--- src/hdl/rbm_pkg.sv ---
// ----------------------------------------------------------------------------
// rbm_pkg: shared types and constants for the brake merger
// Holds the transaction payload types, the register set, register indexes,
// the sequencer states and the divide-by-neutral helper.
// ----------------------------------------------------------------------------
package rbm_pkg;

  localparam logic [14:0] NEUTRAL     = 15'd32767;
  localparam logic [23:0] RECIP_100   = 24'd10737419;
  localparam int          RECIP_SHIFT = 30;

  localparam logic [2:0] REG_REV_PCT   = 3'd0;
  localparam logic [2:0] REG_HOLD_MS   = 3'd1;
  localparam logic [2:0] REG_DEAD_BAND = 3'd2;
  localparam logic [2:0] REG_MAX_BRAKE = 3'd3;
  localparam logic [2:0] REG_BRK_PCT   = 3'd4;
  localparam logic [2:0] REG_MAX_STEP  = 3'd5;
  localparam logic [2:0] REG_LINK_EN   = 3'd6;

  typedef struct packed {
    logic [15:0] brake_raw;
    logic [15:0] ramp_value;
    logic [15:0] stick_value;
    logic [31:0] now_ms;
  } in_item_t;

  typedef struct packed {
    logic [14:0] brake_out;
    logic [15:0] ramp_brake_steps;
    logic        steps_valid;
  } out_item_t;

  typedef struct packed {
    logic [7:0]  rev_brake_scale_pct;
    logic [15:0] reverse_hold_ms;
    logic [14:0] rev_brake_dead_band;
    logic [14:0] max_brake;
    logic [6:0]  brake_scale_pct;
    logic [15:0] max_brake_step;
    logic        ramp_link_enable;
  } cfg_regs_t;

  typedef enum logic [3:0] {
    ST_IDLE,
    ST_MUL_SQ,
    ST_DIV_SQ,
    ST_MUL_BS,
    ST_REC_BS,
    ST_MUL_DV,
    ST_REC_DV,
    ST_REV,
    ST_MERGE,
    ST_HOLD,
    ST_MUL_ST,
    ST_DONE
  } seq_state_t;

  // Quotient of x by NEUTRAL, using 2^15 = NEUTRAL + 1; exact while x[30:15] + x[14:0] is below three times NEUTRAL.
  function automatic logic [16:0] div_neutral(input logic [30:0] x);
    logic [15:0] q0;
    logic [16:0] r;
    logic [1:0]  corr;
    q0 = x[30:15];
    r = {2'b00, x[14:0]} + {1'b0, q0};
    if (r >= {1'b0, NEUTRAL, 1'b0}) begin
      corr = 2'd2;
    end else if (r >= {2'b00, NEUTRAL}) begin
      corr = 2'd1;
    end else begin
      corr = 2'd0;
    end
    return {1'b0, q0} + {15'd0, corr};
  endfunction

endpackage

--- src/hdl/rbm_cfg_regs.sv ---
// ----------------------------------------------------------------------------
// rbm_cfg_regs: configuration register file
// Captures register writes from the configuration channel; unknown indexes
// are dropped.
// ----------------------------------------------------------------------------
module rbm_cfg_regs (
  input  logic              clk,
  input  logic              rst_n,
  input  logic              wr_en,
  input  logic [2:0]        wr_index,
  input  logic [15:0]       wr_data,
  output rbm_pkg::cfg_regs_t cfg
);

  rbm_pkg::cfg_regs_t cfg_r, cfg_nxt;

  always_comb begin
    cfg_nxt = cfg_r;
    if (wr_en) begin
      unique case (wr_index)
        rbm_pkg::REG_REV_PCT:   cfg_nxt.rev_brake_scale_pct = wr_data[7:0];
        rbm_pkg::REG_HOLD_MS:   cfg_nxt.reverse_hold_ms     = wr_data;
        rbm_pkg::REG_DEAD_BAND: cfg_nxt.rev_brake_dead_band = wr_data[14:0];
        rbm_pkg::REG_MAX_BRAKE: cfg_nxt.max_brake           = wr_data[14:0];
        rbm_pkg::REG_BRK_PCT:   cfg_nxt.brake_scale_pct     = wr_data[6:0];
        rbm_pkg::REG_MAX_STEP:  cfg_nxt.max_brake_step      = wr_data;
        rbm_pkg::REG_LINK_EN:   cfg_nxt.ramp_link_enable    = wr_data[0];
        default:                cfg_nxt = cfg_r;
      endcase
    end
  end

  always_ff @(posedge clk) begin
    if (!rst_n) begin
      cfg_r.rev_brake_scale_pct <= 8'd100;
      cfg_r.reverse_hold_ms     <= 16'd500;
      cfg_r.rev_brake_dead_band <= 15'd0;
      cfg_r.max_brake           <= 15'd32767;
      cfg_r.brake_scale_pct     <= 7'd100;
      cfg_r.max_brake_step      <= 16'd0;
      cfg_r.ramp_link_enable    <= 1'b0;
    end else begin
      cfg_r <= cfg_nxt;
    end
  end

  assign cfg = cfg_r;

endmodule

--- src/hdl/rbm_mul_unit.sv ---
// ----------------------------------------------------------------------------
// rbm_mul_unit: shared multiplier
// One unsigned 24 by 24 multiplier with a registered product, reused by every
// multiply step of the sequencer.
// ----------------------------------------------------------------------------
module rbm_mul_unit (
  input  logic        clk,
  input  logic        en,
  input  logic [23:0] op_a,
  input  logic [23:0] op_b,
  output logic [47:0] prod
);

  logic [47:0] prod_r;

  always_ff @(posedge clk) begin
    if (en) begin
      prod_r <= op_a * op_b;
    end
  end

  assign prod = prod_r;

endmodule

--- src/hdl/rbm_seq.sv ---
// ----------------------------------------------------------------------------
// rbm_seq: sequencer and datapath
// Steps one transaction through the shared multiplier, the constant divides,
// the reverse-hold state update and the merge.
// ----------------------------------------------------------------------------
module rbm_seq (
  input  logic                clk,
  input  logic                rst_n,
  input  rbm_pkg::cfg_regs_t  cfg,
  input  logic                start,
  input  rbm_pkg::in_item_t   item,
  output logic                idle,
  output logic                res_valid,
  input  logic                res_take,
  output rbm_pkg::out_item_t  res
);

  rbm_pkg::seq_state_t state_r, state_nxt;

  logic [14:0] half_r, half_nxt;
  logic [31:0] now_r, now_nxt;
  logic [15:0] dev_r, dev_nxt;
  logic [16:0] sq_r, sq_nxt;
  logic [15:0] sb_r, sb_nxt;
  logic [14:0] rev_r, rev_nxt;
  logic [14:0] fin_r, fin_nxt;
  logic        rev_act_r, rev_act_nxt;
  logic [31:0] deadline_r, deadline_nxt;

  logic        mul_en;
  logic [23:0] mul_a, mul_b;
  logic [47:0] prod;

  logic [15:0] dev_in;
  logic [16:0] rev_q;
  logic        rev_end;
  logic [15:0] top_src;
  logic [16:0] steps_q;

  rbm_mul_unit u_mul (
    .clk  (clk),
    .en   (mul_en),
    .op_a (mul_a),
    .op_b (mul_b),
    .prod (prod)
  );

  always_comb begin
    dev_in = 16'd0;
    if (item.ramp_value > {1'b0, rbm_pkg::NEUTRAL} &&
        item.stick_value < {1'b0, rbm_pkg::NEUTRAL}) begin
      dev_in = {1'b0, rbm_pkg::NEUTRAL} - item.stick_value;
    end else if (item.ramp_value < {1'b0, rbm_pkg::NEUTRAL} &&
                 item.stick_value > {1'b0, rbm_pkg::NEUTRAL}) begin
      dev_in = item.stick_value - {1'b0, rbm_pkg::NEUTRAL};
    end
  end

  assign rev_q   = prod[46:30];
  assign rev_end = rev_act_r && (rev_r == 15'd0);
  assign top_src = (sb_r > {1'b0, rev_r}) ? sb_r : {1'b0, rev_r};
  assign steps_q = rbm_pkg::div_neutral(prod[30:0]);

  always_comb begin
    state_nxt    = state_r;
    half_nxt     = half_r;
    now_nxt      = now_r;
    dev_nxt      = dev_r;
    sq_nxt       = sq_r;
    sb_nxt       = sb_r;
    rev_nxt      = rev_r;
    fin_nxt      = fin_r;
    rev_act_nxt  = rev_act_r;
    deadline_nxt = deadline_r;
    mul_en       = 1'b0;
    mul_a        = 24'd0;
    mul_b        = 24'd0;
    unique case (state_r)
      rbm_pkg::ST_IDLE: begin
        if (start) begin
          half_nxt  = item.brake_raw[15:1];
          now_nxt   = item.now_ms;
          dev_nxt   = dev_in;
          state_nxt = rbm_pkg::ST_MUL_SQ;
        end
      end
      rbm_pkg::ST_MUL_SQ: begin
        mul_en    = 1'b1;
        mul_a     = {9'd0, half_r};
        mul_b     = {9'd0, half_r};
        state_nxt = rbm_pkg::ST_DIV_SQ;
      end
      rbm_pkg::ST_DIV_SQ: begin
        sq_nxt    = rbm_pkg::div_neutral(prod[30:0]);
        state_nxt = rbm_pkg::ST_MUL_BS;
      end
      rbm_pkg::ST_MUL_BS: begin
        mul_en    = 1'b1;
        mul_a     = {7'd0, sq_r};
        mul_b     = {17'd0, cfg.brake_scale_pct};
        state_nxt = rbm_pkg::ST_REC_BS;
      end
      rbm_pkg::ST_REC_BS: begin
        mul_en    = 1'b1;
        mul_a     = {1'b0, prod[22:0]};
        mul_b     = rbm_pkg::RECIP_100;
        state_nxt = rbm_pkg::ST_MUL_DV;
      end
      rbm_pkg::ST_MUL_DV: begin
        sb_nxt    = prod[45:30];
        mul_en    = 1'b1;
        mul_a     = {8'd0, dev_r};
        mul_b     = {16'd0, cfg.rev_brake_scale_pct};
        state_nxt = rbm_pkg::ST_REC_DV;
      end
      rbm_pkg::ST_REC_DV: begin
        mul_en    = 1'b1;
        mul_a     = {1'b0, prod[22:0]};
        mul_b     = rbm_pkg::RECIP_100;
        state_nxt = rbm_pkg::ST_REV;
      end
      rbm_pkg::ST_REV: begin
        rev_nxt   = (rev_q > {2'b00, rbm_pkg::NEUTRAL}) ? rbm_pkg::NEUTRAL : rev_q[14:0];
        state_nxt = rbm_pkg::ST_MERGE;
      end
      rbm_pkg::ST_MERGE: begin
        if (rev_end) begin
          deadline_nxt = now_r + {16'd0, cfg.reverse_hold_ms};
          rev_act_nxt  = 1'b0;
        end
        if (rev_r > cfg.rev_brake_dead_band) begin
          rev_act_nxt = 1'b1;
        end
        fin_nxt   = (top_src > {1'b0, cfg.max_brake}) ? cfg.max_brake : top_src[14:0];
        state_nxt = rbm_pkg::ST_HOLD;
      end
      rbm_pkg::ST_HOLD: begin
        if (now_r < deadline_r) begin
          fin_nxt = cfg.max_brake;
        end
        state_nxt = rbm_pkg::ST_MUL_ST;
      end
      rbm_pkg::ST_MUL_ST: begin
        mul_en    = 1'b1;
        mul_a     = {8'd0, cfg.max_brake_step};
        mul_b     = {9'd0, fin_r};
        state_nxt = rbm_pkg::ST_DONE;
      end
      rbm_pkg::ST_DONE: begin
        if (res_take) begin
          state_nxt = rbm_pkg::ST_IDLE;
        end
      end
      default: state_nxt = rbm_pkg::ST_IDLE;
    endcase
  end

  always_ff @(posedge clk) begin
    if (!rst_n) begin
      state_r    <= rbm_pkg::ST_IDLE;
      rev_act_r  <= 1'b0;
      deadline_r <= 32'd0;
    end else begin
      state_r    <= state_nxt;
      rev_act_r  <= rev_act_nxt;
      deadline_r <= deadline_nxt;
    end
  end

  always_ff @(posedge clk) begin
    half_r <= half_nxt;
    now_r  <= now_nxt;
    dev_r  <= dev_nxt;
    sq_r   <= sq_nxt;
    sb_r   <= sb_nxt;
    rev_r  <= rev_nxt;
    fin_r  <= fin_nxt;
  end

  always_comb begin
    res.brake_out        = fin_r;
    res.ramp_brake_steps = 16'd0;
    res.steps_valid      = cfg.ramp_link_enable;
    if (cfg.ramp_link_enable) begin
      res.ramp_brake_steps = steps_q[16] ? 16'hFFFF : steps_q[15:0];
    end
  end

  assign idle      = (state_r == rbm_pkg::ST_IDLE);
  assign res_valid = (state_r == rbm_pkg::ST_DONE);

endmodule

--- src/hdl/rc_brake_merger.sv ---
// ----------------------------------------------------------------------------
// rc_brake_merger: brake command merger, top level
// Inputs are accepted only while the sequencer is idle, so one transaction is in
// the sequencer at a time as it steps through the single shared multiplier.
// The result register frees the core once filled, so a waiting result does
// not stall the next input. Reset is synchronous, active low, and restores
// the register defaults and clears the reverse-hold state.
// ----------------------------------------------------------------------------
module rc_brake_merger (
  input  logic               clk,
  input  logic               rst_n,
  input  logic               in_valid,
  output logic               in_ready,
  input  rbm_pkg::in_item_t  in_data,
  output logic               out_valid,
  input  logic               out_ready,
  output rbm_pkg::out_item_t out_data,
  input  logic               cfg_valid,
  output logic               cfg_ready,
  input  logic [2:0]         cfg_index,
  input  logic [15:0]        cfg_data
);

  rbm_pkg::cfg_regs_t cfg;
  rbm_pkg::out_item_t res;
  rbm_pkg::out_item_t out_data_r;
  logic               out_valid_r, out_valid_nxt;
  logic               seq_idle;
  logic               res_valid;
  logic               res_take;

  assign cfg_ready = 1'b1;

  rbm_cfg_regs u_cfg (
    .clk      (clk),
    .rst_n    (rst_n),
    .wr_en    (cfg_valid),
    .wr_index (cfg_index),
    .wr_data  (cfg_data),
    .cfg      (cfg)
  );

  rbm_seq u_seq (
    .clk       (clk),
    .rst_n     (rst_n),
    .cfg       (cfg),
    .start     (in_valid && seq_idle),
    .item      (in_data),
    .idle      (seq_idle),
    .res_valid (res_valid),
    .res_take  (res_take),
    .res       (res)
  );

  assign in_ready = seq_idle;
  assign res_take = res_valid && (!out_valid_r || out_ready);

  always_comb begin
    out_valid_nxt = out_valid_r;
    if (res_take) begin
      out_valid_nxt = 1'b1;
    end else if (out_ready) begin
      out_valid_nxt = 1'b0;
    end
  end

  always_ff @(posedge clk) begin
    if (!rst_n) begin
      out_valid_r <= 1'b0;
    end else begin
      out_valid_r <= out_valid_nxt;
    end
  end

  always_ff @(posedge clk) begin
    if (res_take) begin
      out_data_r <= res;
    end
  end

  assign out_valid = out_valid_r;
  assign out_data  = out_data_r;

endmodule

--- config.mk ---
export PLATFORM = sky130hd
export DESIGN_NAME = rc_brake_merger
export DESIGN_NICKNAME = d
export VERILOG_FILES = /design/src/hdl/rbm_pkg.sv /design/src/hdl/rbm_cfg_regs.sv /design/src/hdl/rbm_mul_unit.sv /design/src/hdl/rbm_seq.sv /design/src/hdl/rc_brake_merger.sv
export SDC_FILE = /design/constraint.sdc
export NUM_CORES = 2
export LEC_CHECK = 0
export BUFFER_PORTS_ARGS = -buffer_cell sky130_fd_sc_hd__buf_2
export CAP_MARGIN = 20
export CELL_PAD_IN_SITES_DETAIL_PLACEMENT = 1
export CELL_PAD_IN_SITES_GLOBAL_PLACEMENT = 2
export CORE_MARGIN = 8
export CORE_UTILIZATION = 46
export CTS_BUF_LIST = sky130_fd_sc_hd__clkbuf_4
export CTS_CLUSTER_SIZE = 10
export DETAILED_ROUTE_END_ITERATION = 8
export PLACE_DENSITY_LB_ADDON = 0.1
export SYNTH_ARGS = -nofsm -noshare
export SYNTH_HDL_FRONTEND = slang
export SYNTH_HIERARCHICAL = 1
export SYNTH_SLANG_ARGS = --single-unit
export TNS_END_PERCENT = 20
--- constraint.sdc ---
create_clock -name clk -period 18.95 [get_ports clk]
set_clock_uncertainty 0.05 [all_clocks]
set_input_delay 0.9475 -clock clk [delete_from_list [all_inputs] [get_ports clk]]
set_output_delay 0.9475 -clock clk [all_outputs]
set_load 0.02 [all_outputs]
==> reports/results.tsv <==
metric	value	unit
status	completed	
hold_buffers	0	
antenna_found_initial	5	
r2r_slack	8.80	ns
multi_input_area	24100	um^2
gp_congestion	0.927	
powerDensity	104	nW/um^2
finalSetupTns	0	ns
finalCoreUtilization	50.2	%
nFillCells	8879	
via_count	26700	
path_max_fanout	102	
drt_iter0_drc	1411	
clk_pin_slew	0.07	ns
numPortBuffers	136	
tightest_slew	1.15	ns
crit_family	adder cells	
drv_slew	0	
ctsLongestPathBuffers	3	
yosysWarnings	6	
post_cts_buffers	0	
drc	0	
start_util	46.1	%
critPathKind	reg -> reg	
slew_headroom	23.1	%
drt_first_pass_iters	5	
ios	139	
cts-root-buf	clkbuf_4	
synthesis.area	35500	um^2
cp-endpoint	u_seq/u_mul/prod[46]$_DFFE_PP_	
cts_tree	built	
cp-start-kind	register	
finalCriticalPeriod	10.15	ns
rsz0062_at_grt	no	
period_share	53.6	%
worstSetupPathDepth	29	
drt_wl_total	110000	um
p_leak	18.0	nW
num_rows	102	
avgSynthCellArea	9.63	um^2
r2r_end	u_seq/u_mul/prod[46]$_DFFE_PP_	
grt_overflow_total	0	
drive_above_1_share	10.2	%
endpoint_kind	register	
hold_class	in -> reg	
regArea	8480	um^2
clock-sinks	321	
regToRegStartpoint	u_seq/state_r[2]$_SDFFE_PN0P_	
ctsHtreeMaxLevel	3	
globalRouteTotalUtil	25.6	%
fp.dieW	294	um
post_drt_wl_per_cell	22.2	um
finalHoldViolCount	0	
insertion_delay	0.82	ns
timing.hold.ws	0.253	ns
synthCells	3687	
max_freq	0.0985	GHz
rr_worst_depth	29	
final_antenna_net_count	0	
area_growth	8.78	%
viasPerCell	5.41	
cts_resized	0	
worstPathRequired	19.43	ns
nNetsFinal	4704	
setup.worst_path.start	u_seq/state_r[2]$_SDFFE_PN0P_	
core	77000	um^2
slowest_stage	buf_4	
post-dp-hpwl	85900	um
cts_made_buffers	88	
timing.critical_path.mode_cell	fa_1	
grt_max_degree	103	
critPathArrivalTime	10.63	ns
ir_worst_vdd	0.0000631	V
grt_first_pass_wirelength	172000	um
grt_pass1_vias	29900	
finalSetupViolations	0	
drv_cap	0	
crit_path_max_incr_delay	0.83	ns
crit_buf_inv	8	
fp.dieH	294	um
die_area	86300	um^2
==> power by group <==
| group | total, mW | switching, mW | internal [mW] |
|---|---|---|---|
| Clock | 0.643 | 0.312 | 0.331 |
| Sequential | 1.07 | 0.124 | 0.942 |
| Combinational | 2.30 | 1.52 | 0.787 |
==> flip-flops by register name, summed over array words and instances (netlist names) <==
name              flops
u_seq/deadline_r     32
u_seq/rev_r          15
u_seq/dev_r          16
u_seq/sb_r           16
u_seq/half_r         15
out_data             32
u_cfg/cfg            78
u_seq/rev_act_r       1
u_seq/state_r         4
u_seq/u_mul/prod     47
u_seq/sq_r           17
u_seq/now_r          32
out_valid             1
u_seq/fin_r          15
==> how the worst min path moves through the flow <==
stage | start | end | slack, ns | depth (start not counted)
2_1_floorplan | u_seq/u_mul/prod[40]$_DFFE_PP_ | u_seq/sb_r[10]$_DFFE_PN_ | 0.37 | 0
3_3_place_gp | u_seq/u_mul/prod[35]$_DFFE_PP_ | u_seq/sb_r[5]$_DFFE_PN_ | 0.37 | 0
3_5_place_dp | u_seq/u_mul/prod[40]$_DFFE_PP_ | u_seq/sb_r[10]$_DFFE_PN_ | 0.38 | 0
4_1_cts | in_data[31] | u_seq/now_r[31]$_DFFE_PP_ | 0.15 | 1
5_1_grt | in_data[31] | u_seq/now_r[31]$_DFFE_PP_ | 0.19 | 1
6_report | in_data[31] | u_seq/now_r[31]$_DFFE_PP_ | 0.25 | 1
==> layout by cell type (no fill, tap or decap), types with 20 or more instances in the layout <==
master	count
conb_1	31
clkbuf_4	138
xor2_1	22
nor2b_1	61
nand3_1	34
and2_1	319
nor2_1	85
buf_2	135
o21a_1	32
nand2b_1	21
or3_1	20
nand2_1	457
mux2_2	20
dfxtp_1	116
fa_1	485
buf_4	49
a22oi_1	22
a21oi_1	120
edfxtp_1	205
xnor2_1	64
ha_1	284
a21o_1	40
o21ai_0	84
inv_1	666
mux2i_1	83
and3_1	29
nand4_1	33
==> per-stage QoR <==
step	cells	cell area (um^2)	power, mW	worst slack [ns]
5_1_grt	4945	38600	4.34	8.46
3_5_place_dp	4779	37400	3.38	8.75
4_1_cts	4942	38600	4.04	8.70
3_3_place_gp	4777	37400	3.27	8.86
2_1_floorplan	3716	35600	2.59	10.64
6_report	4945	38600	4.01	8.80
==> layer usage <==
layer	part of all wire, %	global-route usage [%]
met1	43	33.1
met2	49	44.2
met3	4.6	3.30
met4	3.1	8.66
met5	0.0082	0
==> cell type report <==
cell class | instances | area share, %
inverter | 667 | 6.48
timing repair buffer | 188 | 2.92
tap | 1040 | 3.37
sequential | 321 | 21.9
clock inverter | 25 | 0.253
multi-input combinational | 2565 | 62.3
antenna | 1 | 0.00648
clock buffer | 138 | 2.68
Note: power is estimated with default switching activity, not from simulation.
